File: config.mk
export PLATFORM = sky130hd
export DESIGN_NAME = periodic_task_timer_table_core
export DESIGN_NICKNAME = d
export VERILOG_FILES = /design/src/hdl/ptt_pkg.sv /design/src/hdl/ptt_slot_mem.sv /design/src/hdl/ptt_out_buf.sv /design/src/hdl/ptt_seq.sv /design/src/hdl/periodic_task_timer_table_core.sv
export VERILOG_INCLUDE_DIRS = /design/src /design/src/hdl
export SDC_FILE = /design/constraint.sdc
export NUM_CORES = 1
export LEC_CHECK = 0
export ABC_AREA = 1
export BUFFER_PORTS_ARGS = -buffer_cell sky130_fd_sc_hd__buf_2
export CORE_UTILIZATION = 36
export DETAILED_ROUTE_END_ITERATION = 10
export PLACE_DENSITY = 0.57
export SYNTH_ARGS = -nofsm -noshare
export SYNTH_HDL_FRONTEND = slang
export SYNTH_SLANG_ARGS = --single-unit
File: constraint.sdc
create_clock -name clk_i -period 6.3 [get_ports clk_i]
set_input_delay 0.63 -clock clk_i [delete_from_list [all_inputs] [get_ports clk_i]]
set_output_delay 0.63 -clock clk_i [all_outputs]
set_load 0.03 [all_outputs]
File: src/hdl/periodic_task_timer_table_core_defines.svh
// Assertion helpers used by the RTL sequencer.
`ifndef PERIODIC_TASK_TIMER_TABLE_CORE_DEFINES_SVH
`define PERIODIC_TASK_TIMER_TABLE_CORE_DEFINES_SVH

// Same-cycle implication, sampled on clk_i, off during reset.
`define PTT_ASSERT_SAME(lbl, ante, cons, msg) \
  lbl: assert property (@(posedge clk_i) disable iff (!rst_ni) (ante) |-> (cons)) \
    else $error(msg);

// Next-cycle implication, sampled on clk_i, off during reset.
`define PTT_ASSERT_NEXT(lbl, ante, cons, msg) \
  lbl: assert property (@(posedge clk_i) disable iff (!rst_ni) (ante) |=> (cons)) \
    else $error(msg);

`endif

File: src/hdl/ptt_pkg.sv
package ptt_pkg;

  localparam int unsigned IdW      = 8;
  localparam int unsigned TicksW   = 16;
  localparam int unsigned MaxResults = 8;
  localparam int unsigned CntW     = 4;

  typedef enum logic [1:0] {
    OP_ADD      = 2'd0,
    OP_DELETE   = 2'd1,
    OP_TICK     = 2'd2,
    OP_DISPATCH = 2'd3
  } op_e;

  typedef enum logic [1:0] {
    ST_IDLE,
    ST_WALK,
    ST_FIN
  } state_e;

  // one table entry as stored in the slot memory
  typedef struct packed {
    logic [IdW-1:0]    id;
    logic [TicksW-1:0] delay;
    logic [TicksW-1:0] period;
    logic              rdy;
  } slot_t;

  // one result item
  typedef struct packed {
    logic           status;
    logic [IdW-1:0] ready_id;
    logic           last;
  } res_t;

endpackage

File: src/hdl/ptt_slot_mem.sv
module ptt_slot_mem #(
  parameter int unsigned NUM_SLOTS = 8
) (
  input  logic                              clk_i,
  input  logic                              rst_ni,
  input  logic                              re_i,
  input  logic [(NUM_SLOTS>1 ? $clog2(NUM_SLOTS) : 1)-1:0] raddr_i,
  output ptt_pkg::slot_t                    rdata_o,
  input  logic                              we_i,
  input  logic [(NUM_SLOTS>1 ? $clog2(NUM_SLOTS) : 1)-1:0] waddr_i,
  input  ptt_pkg::slot_t                    wdata_i
);

  ptt_pkg::slot_t        mem [NUM_SLOTS];
  logic [NUM_SLOTS-1:0]  vld_q;
  ptt_pkg::slot_t        rdata_q;
  logic                  rvld_q;

  always_ff @(posedge clk_i) begin
    if (we_i) begin
      mem[waddr_i] <= wdata_i;
    end
    if (re_i) begin
      rdata_q <= mem[raddr_i];
    end
  end

  // per-entry valid: an entry never written reads as a cleared slot
  always_ff @(posedge clk_i or negedge rst_ni) begin
    if (!rst_ni) begin
      vld_q  <= '0;
      rvld_q <= 1'b0;
    end else begin
      if (we_i) begin
        vld_q[waddr_i] <= 1'b1;
      end
      if (re_i) begin
        rvld_q <= vld_q[raddr_i];
      end
    end
  end

  assign rdata_o = rvld_q ? rdata_q : '0;

endmodule

File: src/hdl/ptt_out_buf.sv
module ptt_out_buf (
  input  logic          clk_i,
  input  logic          rst_ni,
  input  logic          push_i,
  input  ptt_pkg::res_t res_i,
  output logic          free_o,
  output logic          valid_o,
  input  logic          ready_i,
  output ptt_pkg::res_t res_o
);

  logic          vld_q, vld_d;
  ptt_pkg::res_t res_q;

  assign free_o = !vld_q || ready_i;

  always_comb begin
    vld_d = vld_q;
    if (push_i) begin
      vld_d = 1'b1;
    end else if (ready_i) begin
      vld_d = 1'b0;
    end
  end

  always_ff @(posedge clk_i or negedge rst_ni) begin
    if (!rst_ni) begin
      vld_q <= 1'b0;
    end else begin
      vld_q <= vld_d;
    end
  end

  always_ff @(posedge clk_i) begin
    if (push_i) begin
      res_q <= res_i;
    end
  end

  assign valid_o = vld_q;
  assign res_o   = res_q;

endmodule

File: src/hdl/ptt_seq.sv
`include "periodic_task_timer_table_core_defines.svh"

module ptt_seq #(
  parameter int unsigned NUM_SLOTS = 8
) (
  input  logic                          clk_i,
  input  logic                          rst_ni,
  // request side
  input  logic                          req_valid_i,
  output logic                          req_ready_o,
  input  ptt_pkg::op_e                  op_i,
  input  logic [ptt_pkg::IdW-1:0]       id_i,
  input  logic [ptt_pkg::TicksW-1:0]    delay_i,
  input  logic [ptt_pkg::TicksW-1:0]    period_i,
  // slot memory
  output logic                          mem_re_o,
  output logic [(NUM_SLOTS>1 ? $clog2(NUM_SLOTS) : 1)-1:0] mem_raddr_o,
  input  ptt_pkg::slot_t                mem_rdata_i,
  output logic                          mem_we_o,
  output logic [(NUM_SLOTS>1 ? $clog2(NUM_SLOTS) : 1)-1:0] mem_waddr_o,
  output ptt_pkg::slot_t                mem_wdata_o,
  // result buffer
  input  logic                          out_free_i,
  output logic                          push_o,
  output ptt_pkg::res_t                 res_o
);

  localparam int unsigned IdxW = NUM_SLOTS > 1 ? $clog2(NUM_SLOTS) : 1;
  localparam logic [IdxW-1:0] LastIdx = IdxW'(NUM_SLOTS - 1);

  ptt_pkg::state_e              state_q, state_d;
  ptt_pkg::op_e                 op_q;
  logic [ptt_pkg::IdW-1:0]      id_q;
  logic [ptt_pkg::TicksW-1:0]   dly_q, per_q;
  logic [IdxW-1:0]              idx_q, idx_d;
  logic                         found_q, found_d;
  logic [ptt_pkg::CntW-1:0]     cnt_q, cnt_d;
  logic                         pend_q, pend_d;
  logic [ptt_pkg::IdW-1:0]      pend_id_q, pend_id_d;
  logic                         accept, stall, is_last;
  ptt_pkg::slot_t               ent;

  assign accept  = (state_q == ptt_pkg::ST_IDLE) && req_valid_i;
  assign is_last = (idx_q == LastIdx);
  assign ent     = mem_rdata_i;
  assign req_ready_o = (state_q == ptt_pkg::ST_IDLE);

  always_comb begin
    state_d     = state_q;
    idx_d       = idx_q;
    found_d     = found_q;
    cnt_d       = cnt_q;
    pend_d      = pend_q;
    pend_id_d   = pend_id_q;
    stall       = 1'b0;
    mem_we_o    = 1'b0;
    mem_waddr_o = idx_q;
    mem_wdata_o = ent;
    push_o      = 1'b0;
    res_o       = '0;

    case (state_q)
      ptt_pkg::ST_IDLE: begin
        if (req_valid_i) begin
          state_d = ptt_pkg::ST_WALK;
          idx_d   = '0;
          found_d = 1'b0;
          cnt_d   = '0;
          pend_d  = 1'b0;
        end
      end
      ptt_pkg::ST_WALK: begin
        case (op_q)
          ptt_pkg::OP_ADD: begin
            if (!found_q && id_q != '0 && ent.id == '0) begin
              mem_we_o    = 1'b1;
              mem_wdata_o = '{id: id_q, delay: dly_q, period: per_q, rdy: 1'b0};
              found_d     = 1'b1;
            end
          end
          ptt_pkg::OP_DELETE: begin
            if (!found_q && id_q != '0 && ent.id == id_q) begin
              mem_we_o    = 1'b1;
              mem_wdata_o = '0;
              found_d     = 1'b1;
            end
          end
          ptt_pkg::OP_TICK: begin
            if (ent.id != '0) begin
              mem_we_o = 1'b1;
              if (ent.delay == '0) begin
                mem_wdata_o.rdy   = 1'b1;
                mem_wdata_o.delay = ent.period;
              end else begin
                mem_wdata_o.delay = ent.delay - 1'b1;
              end
            end
          end
          default: begin
            // dispatch: hold one found id back so the final one can carry last
            if (ent.rdy) begin
              if (pend_q && !out_free_i) begin
                stall = 1'b1;
              end else begin
                push_o          = pend_q;
                res_o.ready_id  = pend_id_q;
                mem_we_o        = 1'b1;
                mem_wdata_o.rdy = 1'b0;
                if (ent.period == '0) begin
                  mem_wdata_o.id    = '0;
                  mem_wdata_o.delay = '0;
                end
                pend_d    = 1'b1;
                pend_id_d = ent.id;
                cnt_d     = cnt_q + 1'b1;
              end
            end
          end
        endcase
        if (!stall) begin
          if (is_last || cnt_d == ptt_pkg::CntW'(ptt_pkg::MaxResults)) begin
            state_d = ptt_pkg::ST_FIN;
          end else begin
            idx_d = idx_q + 1'b1;
          end
        end
      end
      ptt_pkg::ST_FIN: begin
        if (out_free_i) begin
          push_o         = 1'b1;
          res_o.status   = (op_q == ptt_pkg::OP_ADD) && (id_q != '0) && !found_q;
          res_o.ready_id = pend_q ? pend_id_q : '0;
          res_o.last     = 1'b1;
          pend_d         = 1'b0;
          state_d        = ptt_pkg::ST_IDLE;
        end
      end
      default: begin
        state_d = ptt_pkg::ST_IDLE;
      end
    endcase
  end

  // read ahead one slot; on a stall the current slot is read again
  assign mem_re_o    = accept || (state_q == ptt_pkg::ST_WALK && (stall || !is_last));
  assign mem_raddr_o = accept ? '0 : (stall ? idx_q : idx_q + 1'b1);

  always_ff @(posedge clk_i or negedge rst_ni) begin
    if (!rst_ni) begin
      state_q <= ptt_pkg::ST_IDLE;
      idx_q   <= '0;
      found_q <= 1'b0;
      cnt_q   <= '0;
      pend_q  <= 1'b0;
    end else begin
      state_q <= state_d;
      idx_q   <= idx_d;
      found_q <= found_d;
      cnt_q   <= cnt_d;
      pend_q  <= pend_d;
    end
  end

  always_ff @(posedge clk_i) begin
    pend_id_q <= pend_id_d;
    if (accept) begin
      op_q  <= op_i;
      id_q  <= id_i;
      dly_q <= delay_i;
      per_q <= period_i;
    end
  end

  `PTT_ASSERT_SAME(a_push_room, push_o, out_free_i, "result pushed into a full buffer")
  `PTT_ASSERT_SAME(a_cnt_cap, 1'b1, cnt_q <= ptt_pkg::CntW'(ptt_pkg::MaxResults), "too many results")
  `PTT_ASSERT_SAME(a_we_walk, mem_we_o, state_q == ptt_pkg::ST_WALK && !stall, "table write outside walk")
  `PTT_ASSERT_NEXT(a_fin_idle, state_q == ptt_pkg::ST_FIN && out_free_i, state_q == ptt_pkg::ST_IDLE && !pend_q, "final result did not close the request")

endmodule

File: src/hdl/periodic_task_timer_table_core.sv
// Periodic task timer table: NUM_SLOTS task slots (id, delay, period, ready)
// kept in one synchronous slot memory and updated by a read-modify-write walk,
// one slot per clock while no stall holds it. Requests on the slave stream
// carry the operation in tuser (add, delete, tick, dispatch). Add, delete and
// tick each return one result; dispatch returns the ids of ready slots in
// ascending order (at most eight per request, last one flagged by tlast), or
// a single id 0 when none is ready. A request is accepted, walks every slot
// and then sends its final result; a dispatch stops its walk after the
// eighth ready slot, and its walk stalls while the result register is full
// and another result is due. One request is in progress at a time; a new
// one is taken while the last result still waits in the output register.
// The table is empty after reset at once, with no clearing pass.
module periodic_task_timer_table_core #(
  parameter int unsigned NUM_SLOTS = 8
) (
  input  logic        clk_i,
  input  logic        rst_ni,
  // request stream
  input  logic        s_axis_tvalid,
  output logic        s_axis_tready,
  input  logic [39:0] s_axis_tdata,  // [7:0] task_id, [23:8] delay_ticks, [39:24] period_ticks
  input  logic [1:0]  s_axis_tuser,  // [1:0] operation
  // result stream
  output logic        m_axis_tvalid,
  input  logic        m_axis_tready,
  output logic [7:0]  m_axis_tdata,  // [7:0] ready_id
  output logic        m_axis_tuser,  // [0] status (table full on add)
  output logic        m_axis_tlast   // last result of a request
);

  localparam int unsigned IdxW = NUM_SLOTS > 1 ? $clog2(NUM_SLOTS) : 1;

  logic            mem_re, mem_we;
  logic [IdxW-1:0] mem_raddr, mem_waddr;
  ptt_pkg::slot_t  mem_rdata, mem_wdata;
  logic            out_free, push;
  ptt_pkg::res_t   res_in, res_out;

  // slot table storage
  ptt_slot_mem #(
    .NUM_SLOTS (NUM_SLOTS)
  ) u_mem (
    .clk_i   (clk_i),
    .rst_ni  (rst_ni),
    .re_i    (mem_re),
    .raddr_i (mem_raddr),
    .rdata_o (mem_rdata),
    .we_i    (mem_we),
    .waddr_i (mem_waddr),
    .wdata_i (mem_wdata)
  );

  // request sequencer: walks the slots and produces results
  ptt_seq #(
    .NUM_SLOTS (NUM_SLOTS)
  ) u_seq (
    .clk_i       (clk_i),
    .rst_ni      (rst_ni),
    .req_valid_i (s_axis_tvalid),
    .req_ready_o (s_axis_tready),
    .op_i        (ptt_pkg::op_e'(s_axis_tuser)),
    .id_i        (s_axis_tdata[7:0]),
    .delay_i     (s_axis_tdata[23:8]),
    .period_i    (s_axis_tdata[39:24]),
    .mem_re_o    (mem_re),
    .mem_raddr_o (mem_raddr),
    .mem_rdata_i (mem_rdata),
    .mem_we_o    (mem_we),
    .mem_waddr_o (mem_waddr),
    .mem_wdata_o (mem_wdata),
    .out_free_i  (out_free),
    .push_o      (push),
    .res_o       (res_in)
  );

  // result register between the walk and the result stream
  ptt_out_buf u_out (
    .clk_i   (clk_i),
    .rst_ni  (rst_ni),
    .push_i  (push),
    .res_i   (res_in),
    .free_o  (out_free),
    .valid_o (m_axis_tvalid),
    .ready_i (m_axis_tready),
    .res_o   (res_out)
  );

  assign m_axis_tdata = res_out.ready_id;
  assign m_axis_tuser = res_out.status;
  assign m_axis_tlast = res_out.last;

endmodule
==> impl_metrics.csv <==
group,metric,value,unit
status,outcome,"complete, no violations",
synth,syn_inst,1776,
route,via_per_inst,5.06,
setup_path,path_cells,"inv_1 -> ha_1 -> buf_4 -> inv_2 -> nor2_2 -> buf_4 -> nand2_1 -> o21ai_2 -> nand2_1 -> inv_2",
setup_path,critPathTopFamily,"buffers and inverters",
synth,yosysWarnings,0,
setup_path,slowest_stage,"inv_2",
sta,period_minus_slack,3.65,ns
sta,finalCritPeriodShare,0.579,
sta,final.setup_skew,0.0304,ns
synth,syn_nets,1829,
pwr,p_seq_frac,0.397,
setup_path,path_buf_inv,5,
route,first_pass_iters,5,
sta,max_slew.worst_pin.slew,1.26,ns
setup_path,r2r-start,"u_seq.state_q[1]",
synth,yosys.area.top_type,"edfxtp_1",
layout,diodes,0,
route,wire_per_inst,18.7,um
pwr,clkPwrFrac,0.264,
setup_path,worst-path-max-fanout,41,
route,vias,12892,
sta,final_max_slew_viol_count,0,
synth,ys_seq_area_frac,0.689,
placement,dp_hpwl,28600,um
pwr,combPwrFrac,0.339,
layout,seq_area,13400,um2
clock_tree,h-tree-depth,2,
setup_path,crit_path_end_kind,"register",
pwr,intPower,6.92,mW
sta,slew_headroom,0.154,
sta,setup_viol,0,
sta,hold_viol,0,
min_path,holdCritStartpoint,"s_axis_tdata[4]",
setup_path,cp.arrival,3.84,ns
synth,synthTopCellsByArea,"edfxtp_1 66%, nand2_1 7.8%, nor2_1 5.3%",
die,fp.coreArea,53000,um2
synth,syn_area_per_cell,10.9,um2
global_route,grt_pass1_vias,12452,
clock_tree,clkSlewWorstSetupHoldPaths,0.06,ns
placement,dp_cells,2460,
die,rows,84,
global_route,grt_use_total,0.176,
clock_tree,cts_made_buffers,48,
placement,globalplace.congestion,0.917,
route,postRouteAntennaNets,0,
synth,synth.distinct_cells,34,
die,die_h,234,um
clock_tree,postCtsHoldBufs,1,
global_route,grt_max_degree,167,
synth,yosysTopAreaCellShare,0.662,
layout,fillCellCount,5058,
setup_path,cp_data_required_time,6.50,ns
route,drt_wl_total,47600,um
setup_path,ff2ff_setup_slack,2.65,ns
setup_path,crit_type,"reg -> reg",
pwr,swShare,0.374,
min_path,hold_path.class,"in -> reg",
sta,clock.fmax,0.274,GHz
synth,synth-seq-cells,450,
setup_path,crit_start,"u_seq.state_q[1]",
job,max_cap_viol_count,0,
sta,fin_setup_tns,0,ns
clock_tree,cts_resized,0,
layout,mostFrequentLayoutCells,"429 x edfxtp_1, 406 x nand2_1, 275 x nor2_1",
clock_tree,insertion_delay,0.59,ns
setup_path,cp-start-kind,"register",
global_route,grt_overflow,0,
setup_path,slowest_delay,0.87,ns
pwr,ir_drop,0.403,mV
clock_tree,cts_sinks,450,
synth,mappedNetlistArea,19400,um2
layout,instances_no_fill,2549,
layout,drive_gt1_frac,0.104,
placement,numPortBuffers,57,
die,dieWidth,234,um
pwr,p_switching,4.14,mW
sta,timing.hold.ws,0.215,ns
clock_tree,cts-root-buf,"clkbuf_16",
clock_tree,clockBufferDepth,3,
layout,post-route-util,0.415,
layout,final_nets,1876,
route,drcViolationCount,0,
layout,final_common_cell,"edfxtp_1",
pwr,power_leakage,8.29,nW
global_route,grt_pass1_wl,73300,um
pwr,pwr_density_cell,503,nW/um2
die,dieArea,55000,um2
clock_tree,cts_tree,"yes",
sta,rsz0062_at_grt,"no",
global_route,antenna_found_initial,0,
die,io_pins,58,
die,initial_core_util,0.367,
clock_tree,post_cts_buffers,0,
layout,multi_input_area,5210,um2
pwr,design_power_total,11.1,mW
layout,syn_to_final_growth,13.0,%
route,drt_iter0_drc,1111,
## through the flow
step	instance area, um2	setup WS, ns
floorplan	19400	2.82
global placement	20300	2.75
detailed placement	20300	2.68
CTS	22000	2.64
global route	22000	2.40
finish	22000	2.65
## kinds of logic (layout without fill, tap and decap cells)
| family | count (synthesis) | count (layout) | synth area share |
|---|---|---|---|
| fa+ha+maj | 7 | 7 | 0.00450 |
| simple gates | 837 | 837 | 0.180 |
| buf+inv | 186 | 271 | 0.0432 |
| xor+xnor | 2 | 2 | 0.000901 |
| compound gates | 294 | 294 | 0.0822 |
| flops | 450 | 450 | 0.689 |
## layer usage
layer | global-route usage | vias to the layer above | wire length (um)
met5 | 0 | - | 0
met2 | 0.283 | 416 | 21800
met4 | 0.0546 | 0 | 1090
li1 | - | 6207 | -
met3 | 0.0294 | 80 | 3170
met1 | 0.244 | 6189 | 21500
## area by class of cell
| class | count | area share |
|---|---|---|
| Multi-Input combinational cell | 1140 | 0.237 |
| Timing Repair Buffer | 76 | 0.0207 |
| Sequential cell | 450 | 0.610 |
| Inverter | 107 | 0.0185 |
| Tap cell | 688 | 0.0392 |
| Clock buffer | 54 | 0.0557 |
| Clock inverter | 34 | 0.0187 |
## power by group through the flow
stage                     Combinational, mW  Sequential, mW  Clock (mW)
after floorplan                        2.73            4.38           0
after global placement                 3.70            4.45           0
after detailed placement               3.75            4.45           0
after CTS                              3.76            4.39        2.98
after global routing                   4.23            4.42        3.11
final                                  3.75            4.39        2.92
## Yosys cell counts, drive strengths merged
| master | count |
|---|---|
| o211ai | 45 |
| nor3 | 6 |
| inv | 105 |
| dfrtp | 21 |
| nor2 | 285 |
| nand2 | 418 |
| clkinv | 2 |
| clkbuf | 21 |
| a31oi | 1 |
| ha | 7 |
| o22ai | 3 |
| nand3 | 66 |
| buf | 58 |
| xor2 | 2 |
| a21oi | 18 |
| nand4 | 20 |
| edfxtp | 429 |
| o21ai | 225 |
| o31ai | 2 |
| or2 | 42 |
## registers in the layout, summed over array words and instances (netlist names)
name and cells:
u_seq.id_q 8, u_mem.rvld_q 1, u_seq.found_q 1, u_seq.dly_q 16
u_mem.mem 328, u_seq.per_q 16, u_seq.state_q 2, u_out.valid_o 1
u_seq.mem_waddr_o 3, u_mem.rdata_q 41, u_seq.pend_id_q 8, u_seq.cnt_q 4
u_seq.pend_q 1, u_mem.vld_q 8, u_seq.op_q 2, u_out.res_o 10
## worst paths after layout
kind | cells after the start | end
setup / recovery | 10 | u_mem.mem[1][3]
hold / removal | 1 | u_seq.id_q[4]
setup reg to reg | 10 | u_mem.mem[1][3]
hold reg to reg | 2 | u_mem.vld_q[1]
max in group asynchronous | 2 | u_mem.rvld_q
min in group asynchronous | 2 | u_seq.state_q[1]
No activity file was read; power rests on OpenSTA's default activity.
